<file path="config.mk">
export PLATFORM = sky130hd
export DESIGN_NAME = adc_dual_channel_moving_average
export DESIGN_NICKNAME = d
export VERILOG_FILES = /design/src/sv/adcma_pkg.sv /design/src/sv/adc_dual_channel_moving_average.sv /design/src/sv/adcma_cell.sv /design/src/sv/adcma_skid.sv
export SDC_FILE = /design/constraint.sdc
export NUM_CORES = 1
export LEC_CHECK = 0
export ABC_AREA = 1
export BUFFER_PORTS_ARGS = -buffer_cell sky130_fd_sc_hd__buf_4
export CAP_MARGIN = 20
export CELL_PAD_IN_SITES_DETAIL_PLACEMENT = 0
export CELL_PAD_IN_SITES_GLOBAL_PLACEMENT = 2
export CORE_ASPECT_RATIO = 0.75
export CORE_MARGIN = 2
export CORE_UTILIZATION = 37
export DETAILED_ROUTE_END_ITERATION = 10
export GPL_TIMING_DRIVEN = 0
export PLACE_DENSITY_LB_ADDON = 0.08
export SYNTH_ARGS = -nofsm -noshare
export SYNTH_HDL_FRONTEND = slang
export SYNTH_SLANG_ARGS = --single-unit
</file>
<file path="constraint.sdc">
create_clock -name clk -period 3.8 [get_ports clk]
set_clock_uncertainty 0.1 [all_clocks]
set_input_delay 0 -clock clk [delete_from_list [all_inputs] [get_ports clk]]
set_output_delay 0 -clock clk [all_outputs]
set_load 0.005 [all_outputs]
</file>
<file path="src/sv/adcma_pkg.sv">
// ----------------------------------------------------------------------------
// adcma_pkg
// Shared types and constants for the two-channel moving average block.
// ----------------------------------------------------------------------------
`default_nettype none

package adcma_pkg;

  // converter mux select width
  localparam int MUX_BITS = 4;

  // configuration port
  localparam int CFG_INDEX_BITS = 1;

  typedef enum logic [CFG_INDEX_BITS-1:0] {
    CFG_FIRST_CHANNEL  = 1'b0,
    CFG_SECOND_CHANNEL = 1'b1
  } cfg_index_t;

  // reset values of the channel registers
  localparam logic [MUX_BITS-1:0] FIRST_CHANNEL_RESET  = 4'd0;
  localparam logic [MUX_BITS-1:0] SECOND_CHANNEL_RESET = 4'd1;

  // per-cycle commands broadcast to the ring cells
  typedef struct packed {
    logic metal_wr;
    logic color_wr;
    logic advance;
  } cell_ctrl_t;

endpackage

`default_nettype wire

</file>
<file path="src/sv/adc_dual_channel_moving_average.sv">
// ----------------------------------------------------------------------------
// adc_dual_channel_moving_average
// Two-channel boxcar average of converter samples with mux and settle control.
// ----------------------------------------------------------------------------
// Takes one input word per clock cycle unless stalled and gives exactly one
// result word for each through the output register. A skid stage holds one
// more word while the output is stalled; the input is then stalled until the
// cycle after that word moves into the output register. Each done tick with
// no settle hold starts the hold and, with sampling enabled, stores the
// sample into the selected channel's ring, updates that channel's running sum
// with one subtract and one add and flips the channel. One word per unstalled
// cycle rests on the combinational sum update and the ring cells, which each
// hold one metal and one color entry and pass the index token along. Channel
// numbers are to be written on the cfg port (index 0 metal/first, index 1
// color/second) only while the block is idle; the block does not enforce it.
// Sums cover the last WINDOW_LENGTH samples of each of two distinct channels.
// ----------------------------------------------------------------------------
`default_nettype none

module adc_dual_channel_moving_average #(
  parameter int WINDOW_LENGTH = 10,
  parameter int HOLD_TICKS    = 3,
  parameter int SAMPLE_BITS   = 10,
  localparam int SUM_BITS     = $clog2(WINDOW_LENGTH * ((1 << SAMPLE_BITS) - 1) + 1)
) (
  input  wire                                   clk,
  input  wire                                   rst,
  // configuration
  input  wire                                   cfg_write,
  input  wire  [adcma_pkg::CFG_INDEX_BITS-1:0]  cfg_index,
  input  wire  [adcma_pkg::MUX_BITS-1:0]        cfg_data,
  // input words
  input  wire                                   in_valid,
  output logic                                  in_stall,
  input  wire                                   conversion_done,
  input  wire  [SAMPLE_BITS-1:0]                sample_value,
  input  wire                                   sampling_enabled,
  // result words
  output logic                                  out_valid,
  input  wire                                   out_stall,
  output logic                                  start_conversion,
  output logic [adcma_pkg::MUX_BITS-1:0]        mux_select,
  output logic [SUM_BITS-1:0]                   metal_sum,
  output logic [SUM_BITS-1:0]                   color_sum
);

  localparam int HOLD_BITS = $clog2(HOLD_TICKS + 2);
  localparam logic [HOLD_BITS-1:0] HOLD_LIMIT = HOLD_BITS'(HOLD_TICKS);
  localparam logic [HOLD_BITS-1:0] HOLD_FIRST = HOLD_BITS'(1);
  localparam int OUT_BITS = 1 + adcma_pkg::MUX_BITS + 2 * SUM_BITS;

  logic [adcma_pkg::MUX_BITS-1:0] first_channel;
  logic [adcma_pkg::MUX_BITS-1:0] second_channel;
  logic [HOLD_BITS-1:0]           hold_count;
  logic [HOLD_BITS-1:0]           hold_count_next;
  logic                           on_second_channel;
  logic                           on_second_channel_next;
  logic [SUM_BITS-1:0]            metal_total;
  logic [SUM_BITS-1:0]            metal_total_next;
  logic [SUM_BITS-1:0]            color_total;
  logic [SUM_BITS-1:0]            color_total_next;

  logic                           accept;
  logic                           start_next;
  logic                           store;
  logic                           to_metal;
  logic [adcma_pkg::MUX_BITS-1:0] sel_channel;
  logic [adcma_pkg::MUX_BITS-1:0] mux_next;
  adcma_pkg::cell_ctrl_t          ctrl;

  logic [WINDOW_LENGTH-1:0]       token;
  logic [SAMPLE_BITS-1:0]         metal_tap [WINDOW_LENGTH];
  logic [SAMPLE_BITS-1:0]         color_tap [WINDOW_LENGTH];
  logic [SAMPLE_BITS-1:0]         metal_old;
  logic [SAMPLE_BITS-1:0]         color_old;

  logic [OUT_BITS-1:0]            result_word;
  logic [OUT_BITS-1:0]            out_word;

  // channel registers
  always_ff @(posedge clk) begin
    if (rst) begin
      first_channel  <= adcma_pkg::FIRST_CHANNEL_RESET;
      second_channel <= adcma_pkg::SECOND_CHANNEL_RESET;
    end else if (cfg_write) begin
      case (adcma_pkg::cfg_index_t'(cfg_index))
        adcma_pkg::CFG_FIRST_CHANNEL:  first_channel  <= cfg_data;
        adcma_pkg::CFG_SECOND_CHANNEL: second_channel <= cfg_data;
        default: ;
      endcase
    end
  end

  // tick decode
  assign accept      = in_valid && !in_stall;
  assign sel_channel = on_second_channel ? second_channel : first_channel;
  assign to_metal    = (sel_channel == first_channel);
  assign store       = conversion_done && (hold_count == '0) && sampling_enabled;

  assign ctrl.metal_wr = accept && store && to_metal;
  assign ctrl.color_wr = accept && store && !to_metal;
  assign ctrl.advance  = ctrl.color_wr;

  // settle hold counter and start pulse
  always_comb begin
    hold_count_next = hold_count;
    start_next      = 1'b0;
    if (conversion_done) begin
      if (hold_count != '0) begin
        if (hold_count > HOLD_LIMIT) begin
          start_next      = 1'b1;
          hold_count_next = '0;
        end else begin
          hold_count_next = hold_count + HOLD_FIRST;
        end
      end else begin
        hold_count_next = HOLD_FIRST;
      end
    end
  end

  // channel toggle
  assign on_second_channel_next = store ? to_metal : on_second_channel;
  assign mux_next = on_second_channel_next ? second_channel : first_channel;

  // oldest entries from the token cell
  always_comb begin
    metal_old = '0;
    color_old = '0;
    for (int i = 0; i < WINDOW_LENGTH; i++) begin
      metal_old = metal_old | metal_tap[i];
      color_old = color_old | color_tap[i];
    end
  end

  // running sums
  always_comb begin
    metal_total_next = metal_total;
    color_total_next = color_total;
    if (ctrl.metal_wr) begin
      metal_total_next = metal_total - SUM_BITS'(metal_old) + SUM_BITS'(sample_value);
    end
    if (ctrl.color_wr) begin
      color_total_next = color_total - SUM_BITS'(color_old) + SUM_BITS'(sample_value);
    end
  end

  // control state
  always_ff @(posedge clk) begin
    if (rst) begin
      hold_count        <= '0;
      on_second_channel <= 1'b0;
      metal_total       <= '0;
      color_total       <= '0;
    end else if (accept) begin
      hold_count        <= hold_count_next;
      on_second_channel <= on_second_channel_next;
      metal_total       <= metal_total_next;
      color_total       <= color_total_next;
    end
  end

  // ring of cells, token passes from cell i-1 to cell i
  for (genvar i = 0; i < WINDOW_LENGTH; i++) begin : g_cell
    localparam int PREV = (i + WINDOW_LENGTH - 1) % WINDOW_LENGTH;
    adcma_cell #(
      .SAMPLE_BITS (SAMPLE_BITS),
      .FIRST_CELL  (i == 0)
    ) u_cell (
      .clk       (clk),
      .rst       (rst),
      .ctrl      (ctrl),
      .sample    (sample_value),
      .token_in  (token[PREV]),
      .token_out (token[i]),
      .metal_tap (metal_tap[i]),
      .color_tap (color_tap[i])
    );
  end

  // result word into the output register
  assign result_word = {start_next, mux_next, metal_total_next, color_total_next};

  adcma_skid #(
    .WIDTH (OUT_BITS)
  ) u_skid (
    .clk       (clk),
    .rst       (rst),
    .in_valid  (in_valid),
    .in_stall  (in_stall),
    .in_data   (result_word),
    .out_valid (out_valid),
    .out_stall (out_stall),
    .out_data  (out_word)
  );

  assign {start_conversion, mux_select, metal_sum, color_sum} = out_word;

`ifndef SYNTHESIS
  // exactly one cell holds the ring index
  assert property (@(posedge clk) disable iff (rst) $onehot(token))
    else $error("ring index token not one-hot");

  // one sample never goes to both rings
  assert property (@(posedge clk) disable iff (rst) !(ctrl.metal_wr && ctrl.color_wr))
    else $error("sample written to both rings");

  // hold counter never exceeds HOLD_LIMIT plus one
  assert property (@(posedge clk) disable iff (rst) hold_count <= HOLD_LIMIT + HOLD_FIRST)
    else $error("settle hold counter out of range");

  // a tick without a finished conversion leaves the sums alone
  assert property (@(posedge clk) disable iff (rst)
    (accept && !conversion_done) |=> ($stable(metal_total) && $stable(color_total)))
    else $error("running sum changed without a conversion");

  // the token moves only after a color sample
  assert property (@(posedge clk) disable iff (rst)
    !ctrl.advance |=> $stable(token))
    else $error("ring index moved without a color sample");
`endif

endmodule

`default_nettype wire

</file>
<file path="src/sv/adcma_cell.sv">
// ----------------------------------------------------------------------------
// adcma_cell
// One ring position: holds one metal and one color sample plus the index
// token, which moves on to the next cell when the shared index advances.
// ----------------------------------------------------------------------------
`default_nettype none

module adcma_cell #(
  parameter int SAMPLE_BITS = 10,
  parameter bit FIRST_CELL  = 1'b0
) (
  input  wire                        clk,
  input  wire                        rst,
  input  wire adcma_pkg::cell_ctrl_t ctrl,
  input  wire  [SAMPLE_BITS-1:0]     sample,
  input  wire                        token_in,
  output logic                       token_out,
  output logic [SAMPLE_BITS-1:0]     metal_tap,
  output logic [SAMPLE_BITS-1:0]     color_tap
);

  logic                   token;
  logic [SAMPLE_BITS-1:0] metal;
  logic [SAMPLE_BITS-1:0] color;

  // index token, handed to the neighbor on advance
  always_ff @(posedge clk) begin
    if (rst) begin
      token <= FIRST_CELL;
    end else if (ctrl.advance) begin
      token <= token_in;
    end
  end

  // sample storage, written only where the token sits
  always_ff @(posedge clk) begin
    if (rst) begin
      metal <= '0;
      color <= '0;
    end else begin
      if (ctrl.metal_wr && token) begin
        metal <= sample;
      end
      if (ctrl.color_wr && token) begin
        color <= sample;
      end
    end
  end

  // oldest entry shows only from the token cell
  assign token_out = token;
  assign metal_tap = token ? metal : '0;
  assign color_tap = token ? color : '0;

endmodule

`default_nettype wire

</file>
<file path="src/sv/adcma_skid.sv">
// ----------------------------------------------------------------------------
// adcma_skid
// Output register with a skid stage so a new word can enter while a
// finished word still waits downstream.
// ----------------------------------------------------------------------------
`default_nettype none

module adcma_skid #(
  parameter int WIDTH = 33
) (
  input  wire              clk,
  input  wire              rst,
  input  wire              in_valid,
  output logic             in_stall,
  input  wire  [WIDTH-1:0] in_data,
  output logic             out_valid,
  input  wire              out_stall,
  output logic [WIDTH-1:0] out_data
);

  logic             main_valid;
  logic [WIDTH-1:0] main_data;
  logic             skid_valid;
  logic [WIDTH-1:0] skid_data;
  logic             take;
  logic             fire;

  assign in_stall  = skid_valid;
  assign take      = in_valid && !skid_valid;
  assign fire      = main_valid && !out_stall;
  assign out_valid = main_valid;
  assign out_data  = main_data;

  // control
  always_ff @(posedge clk) begin
    if (rst) begin
      main_valid <= 1'b0;
      skid_valid <= 1'b0;
    end else if (skid_valid) begin
      if (fire) begin
        skid_valid <= 1'b0;
      end
    end else if (!main_valid || fire) begin
      main_valid <= take;
    end else if (take) begin
      skid_valid <= 1'b1;
    end
  end

  // payload
  always_ff @(posedge clk) begin
    if (skid_valid) begin
      if (fire) begin
        main_data <= skid_data;
      end
    end else if (!main_valid || fire) begin
      main_data <= in_data;
    end else begin
      skid_data <= in_data;
    end
  end

endmodule

`default_nettype wire

</file>
==> qor.csv <==
stage,metric,value,unit
synth,Synth top area share,33.2,%
clocking,clock root buffer,clkbuf_16,
sta,setup total negative slack,0,ns
global_routing,vias in the first global route,13200,
floorplan,Rows,64,
floorplan,Die W,238,µm
sta,Rel. slew slack,32.1,%
clocking,CTS tree,yes,
detailed_routing,Starting DRT DRC Count,1270,
floorplan,Core ar.,40600,µm²
sta,Final Max Slew Viols,0,
worst_setup_path,crit path capture type,flip-flop,
synth,Synth Net Count,2059,
clocking,H-Tree Depth,2,
finish,fill count,4182,
finish,final non-filler cell total,2647,
clocking,CTS buffer count,36,
pwr,Pleak,7.15,nW
sta,final period utilization,97.2,%
finish,Antenna diodes,0,
pwr,Worst VDD drop,0.000264,V
worst_setup_path,Worst EP required,3.98,ns
global_routing,initial antenna violation count,0,
clocking,setup bufs post-CTS,0,
run,max-cap violation count,0,
floorplan,Initial Util,37.4,%
worst_setup_path,CP Max Fanout,10,
synth,synthesized area per cell,7.64,µm²
clocking,clock sinks,318,
sta,RSZ-0062 raised after global routing,true,
synth,Synth Register Bits,318,
clocking,"Clk Latency, worst-skew pair",0.54,ns
hold_path,min-delay worst type,input pin to flip-flop,
finish,post-layout util,44.2,%
detailed_routing,Pre-antenna DRT Iters,5,
placed_design,Post-DP HPWL,42700,µm
placed_design,# port buffers,55,
worst_setup_path,CP Launch Type,flip-flop,
sta,"Setup violations, final",0,
synth,"area leader, netlist",dfxtp_1,
sta,worst setup margin,0.105,ns
global_routing,GR Layer Usage met2,37.7,%
synth,largest cells by area after synthesis,"dfxtp_1 33%, nand2_1 15%, edfxtp_1 13%, nand3_1 9.1%, a21oi_1 7.9%",
detailed_routing,Antenna Nets Post-Route,0,
finish,area growth from synthesis to layout,18.1,%
synth,Synth Warn #,0,
detailed_routing,DR WL/cell,21.9,µm
finish,Sequential Area,7030,µm²
finish,layout cells sized above 1,10.9,%
detailed_routing,via count,14100,
floorplan,Ports,57,
finish,footprint of the multi-input gates,7190,µm²
sta,Fin. Hold Viols,0,
clocking,clock slew at reported path FFs,0.06,ns
placed_design,GPL Wtd Cong,0.969,
synth,synthesized area,15200,µm²
global_routing,Total Routing Usage GR,27.3,%
synth,prevailing post-synth register cell,dfxtp_1,
sta,Peak Freq,0.271,GHz
global_routing,GRT overflow,0,
clocking,Max clock buf depth,3,
worst_setup_path,CP Class,flip-flop to flip-flop,
pwr,PD cells,443,nW/µm²
synth,Post-synth ARST share,0,%
global_routing,grt peak-use layer,met1,
detailed_routing,DR vias/cell,5.31,
global_routing,routing usage on met1,40.6,%
sta,Worst Tran Pin Value,1.02,ns
synth,Mapped Cells,1986,
run_status,status,finished clean,
worst_setup_path,CP arrival,3.88,ns
floorplan,die footprint,42700,µm²
synth,distinct cell type count of the synthesized netlist,37,
detailed_routing,DRC,0,
synth,register area share after synthesis,46.3,%
synth,Post-synth EDFFs,66,
finish,final layout net count,2169,
placed_design,Placed Instances,2574,
global_routing,met3 usage,9.19,%
placed_design,dpl ws,-0.497,ns
detailed_routing,final wirelength,58100,µm
floorplan,chip height,179,µm
global_routing,largest net degree at the start of global routing,35,
sta,minimum clock period,3.70,ns
global_routing,first-pass GRT wire length,85500,µm
cell usage in the layout, fill, tap and decap left out, types with 23 or more instances in the layout:
master,instances
dfxtp_1,249
nand4_1,27
ha_1,30
clkbuf_1,82
nand2_1,617
buf_2,23
buf_4,72
a21oi_1,240
edfxtp_1,66
inv_1,135
clkbuf_16,37
nor2_1,50
nand3_1,276
metrics by stage:
step | hold WS (ns) | power, mW | instance area (µm²)
2_1_floorplan | 0.0714 | 4.16 | 15200
6_report | 0.0927 | 7.95 | 17900
3_5_place_dp | 0.196 | 4.50 | 16300
3_3_place_gp | 0.190 | 4.50 | 16200
5_1_grt | 0.0985 | 8.24 | 17900
4_1_cts | 0.0602 | 7.99 | 17800
report_power, final:
group	switching [mW]	internal [mW]	total, mW
Clock	1.48	2.02	3.49
Combinational	0.576	0.305	0.881
Sequential	0.0326	3.54	3.57
Total	2.09	5.86	7.95
sequential cells by signal, summed over array words and instances (netlist names):
| name | count |
|---|---|
| color_total | 14 |
| first_channel | 4 |
| g_cell.u_cell.color | 100 |
| g_cell.u_cell.metal | 100 |
| g_cell.u_cell.token_out | 10 |
| hold_count | 3 |
| metal_total | 14 |
| on_second_channel | 1 |
| second_channel | 4 |
| u_skid.in_stall | 1 |
| u_skid.out_data | 33 |
| u_skid.out_valid | 1 |
| u_skid.skid_data | 33 |
cell type report:
cell class | count | area share [%]
buffer | 139 | 4.16
clock buffer | 48 | 5.67
clock inverter | 13 | 0.691
inverter | 141 | 2.95
multi-input combinational | 1382 | 40.1
sequential | 318 | 39.2
tap | 528 | 3.69
timing repair buffer | 78 | 3.52
cells in the mapped netlist, types with 4 or more instances:
| library cell | n |
|---|---|
| inv_2 | 4 |
| o211ai_1 | 5 |
| nor2_1 | 51 |
| buf_4 | 12 |
| nand2_1 | 623 |
| nand4_1 | 27 |
| inv_1 | 136 |
| nand3_1 | 277 |
| nand2_2 | 10 |
| a2111oi_0 | 18 |
| dfxtp_1 | 252 |
| edfxtp_1 | 66 |
| ha_1 | 31 |
| buf_1 | 4 |
| clkbuf_1 | 102 |
| o21ai_0 | 18 |
| a21oi_1 | 240 |
| xor2_1 | 12 |
| fa_1 | 20 |
| buf_6 | 11 |
| and2_1 | 7 |
| buf_2 | 15 |
| a221oi_1 | 4 |
| a22o_1 | 20 |
routing by layer:
metal / routed length (µm) / part of all wire (%)
met1: 28800 / 50
met2: 22600 / 39
met3: 5340 / 9.2
met4: 1310 / 2.3
met5: 0 / 0
critical path, stage by stage, from the launching register on:
cell and delay (ns):
dfxtp_1 0.36, clkbuf_2 0.23, nand2_1 0.20, nand4_1 0.29, a2111oi_4 0.37, fa_1 0.46
ha_1 0.36, nand2_1 0.10, nand2_1 0.09, inv_1 0.08, nand2_2 0.10, a21oi_1 0.25
xor2_1 0.21, nand2_1 0.10, nand3_1 0.08, nand2_1 0.06
repair_timing:
item / in CTS / in global routing
gates resized for setup: 54 / 64
endpoints found under the hold margin: 30 / 0
endpoints found under the setup margin: 62 / 59
hold buffers: 18 / 0
pin swaps: 2 / 4
cell families (layout without fill, tap and decap cells):
kind of cell / after synthesis / count (layout) / share of synthesized area, %
compound gates: 312 / 312 / 11.5
xor+xnor: 15 / 15 / 0.866
flops: 318 / 318 / 46.3
fa+ha+maj: 51 / 51 / 5.19
buf+inv: 286 / 419 / 8.11
simple gates: 1004 / 1004 / 28.0
path summary, 6_finish.rpt:
kind | to | slack (ns) | depth (start not counted) | startpoint
worst min-delay path | g_cell[0].u_cell.color[9] | 0.09 | 4 | sample_value[9]
worst min register to register | g_cell[0].u_cell.metal[5] | 0.36 | 2 | g_cell[0].u_cell.metal[5]
worst max register to register | u_skid.out_data[8] | 0.10 | 15 | g_cell[8].u_cell.token_out
worst max-delay path | u_skid.out_data[8] | 0.10 | 15 | g_cell[8].u_cell.token_out
No activity file was read; power rests on OpenSTA's default activity.
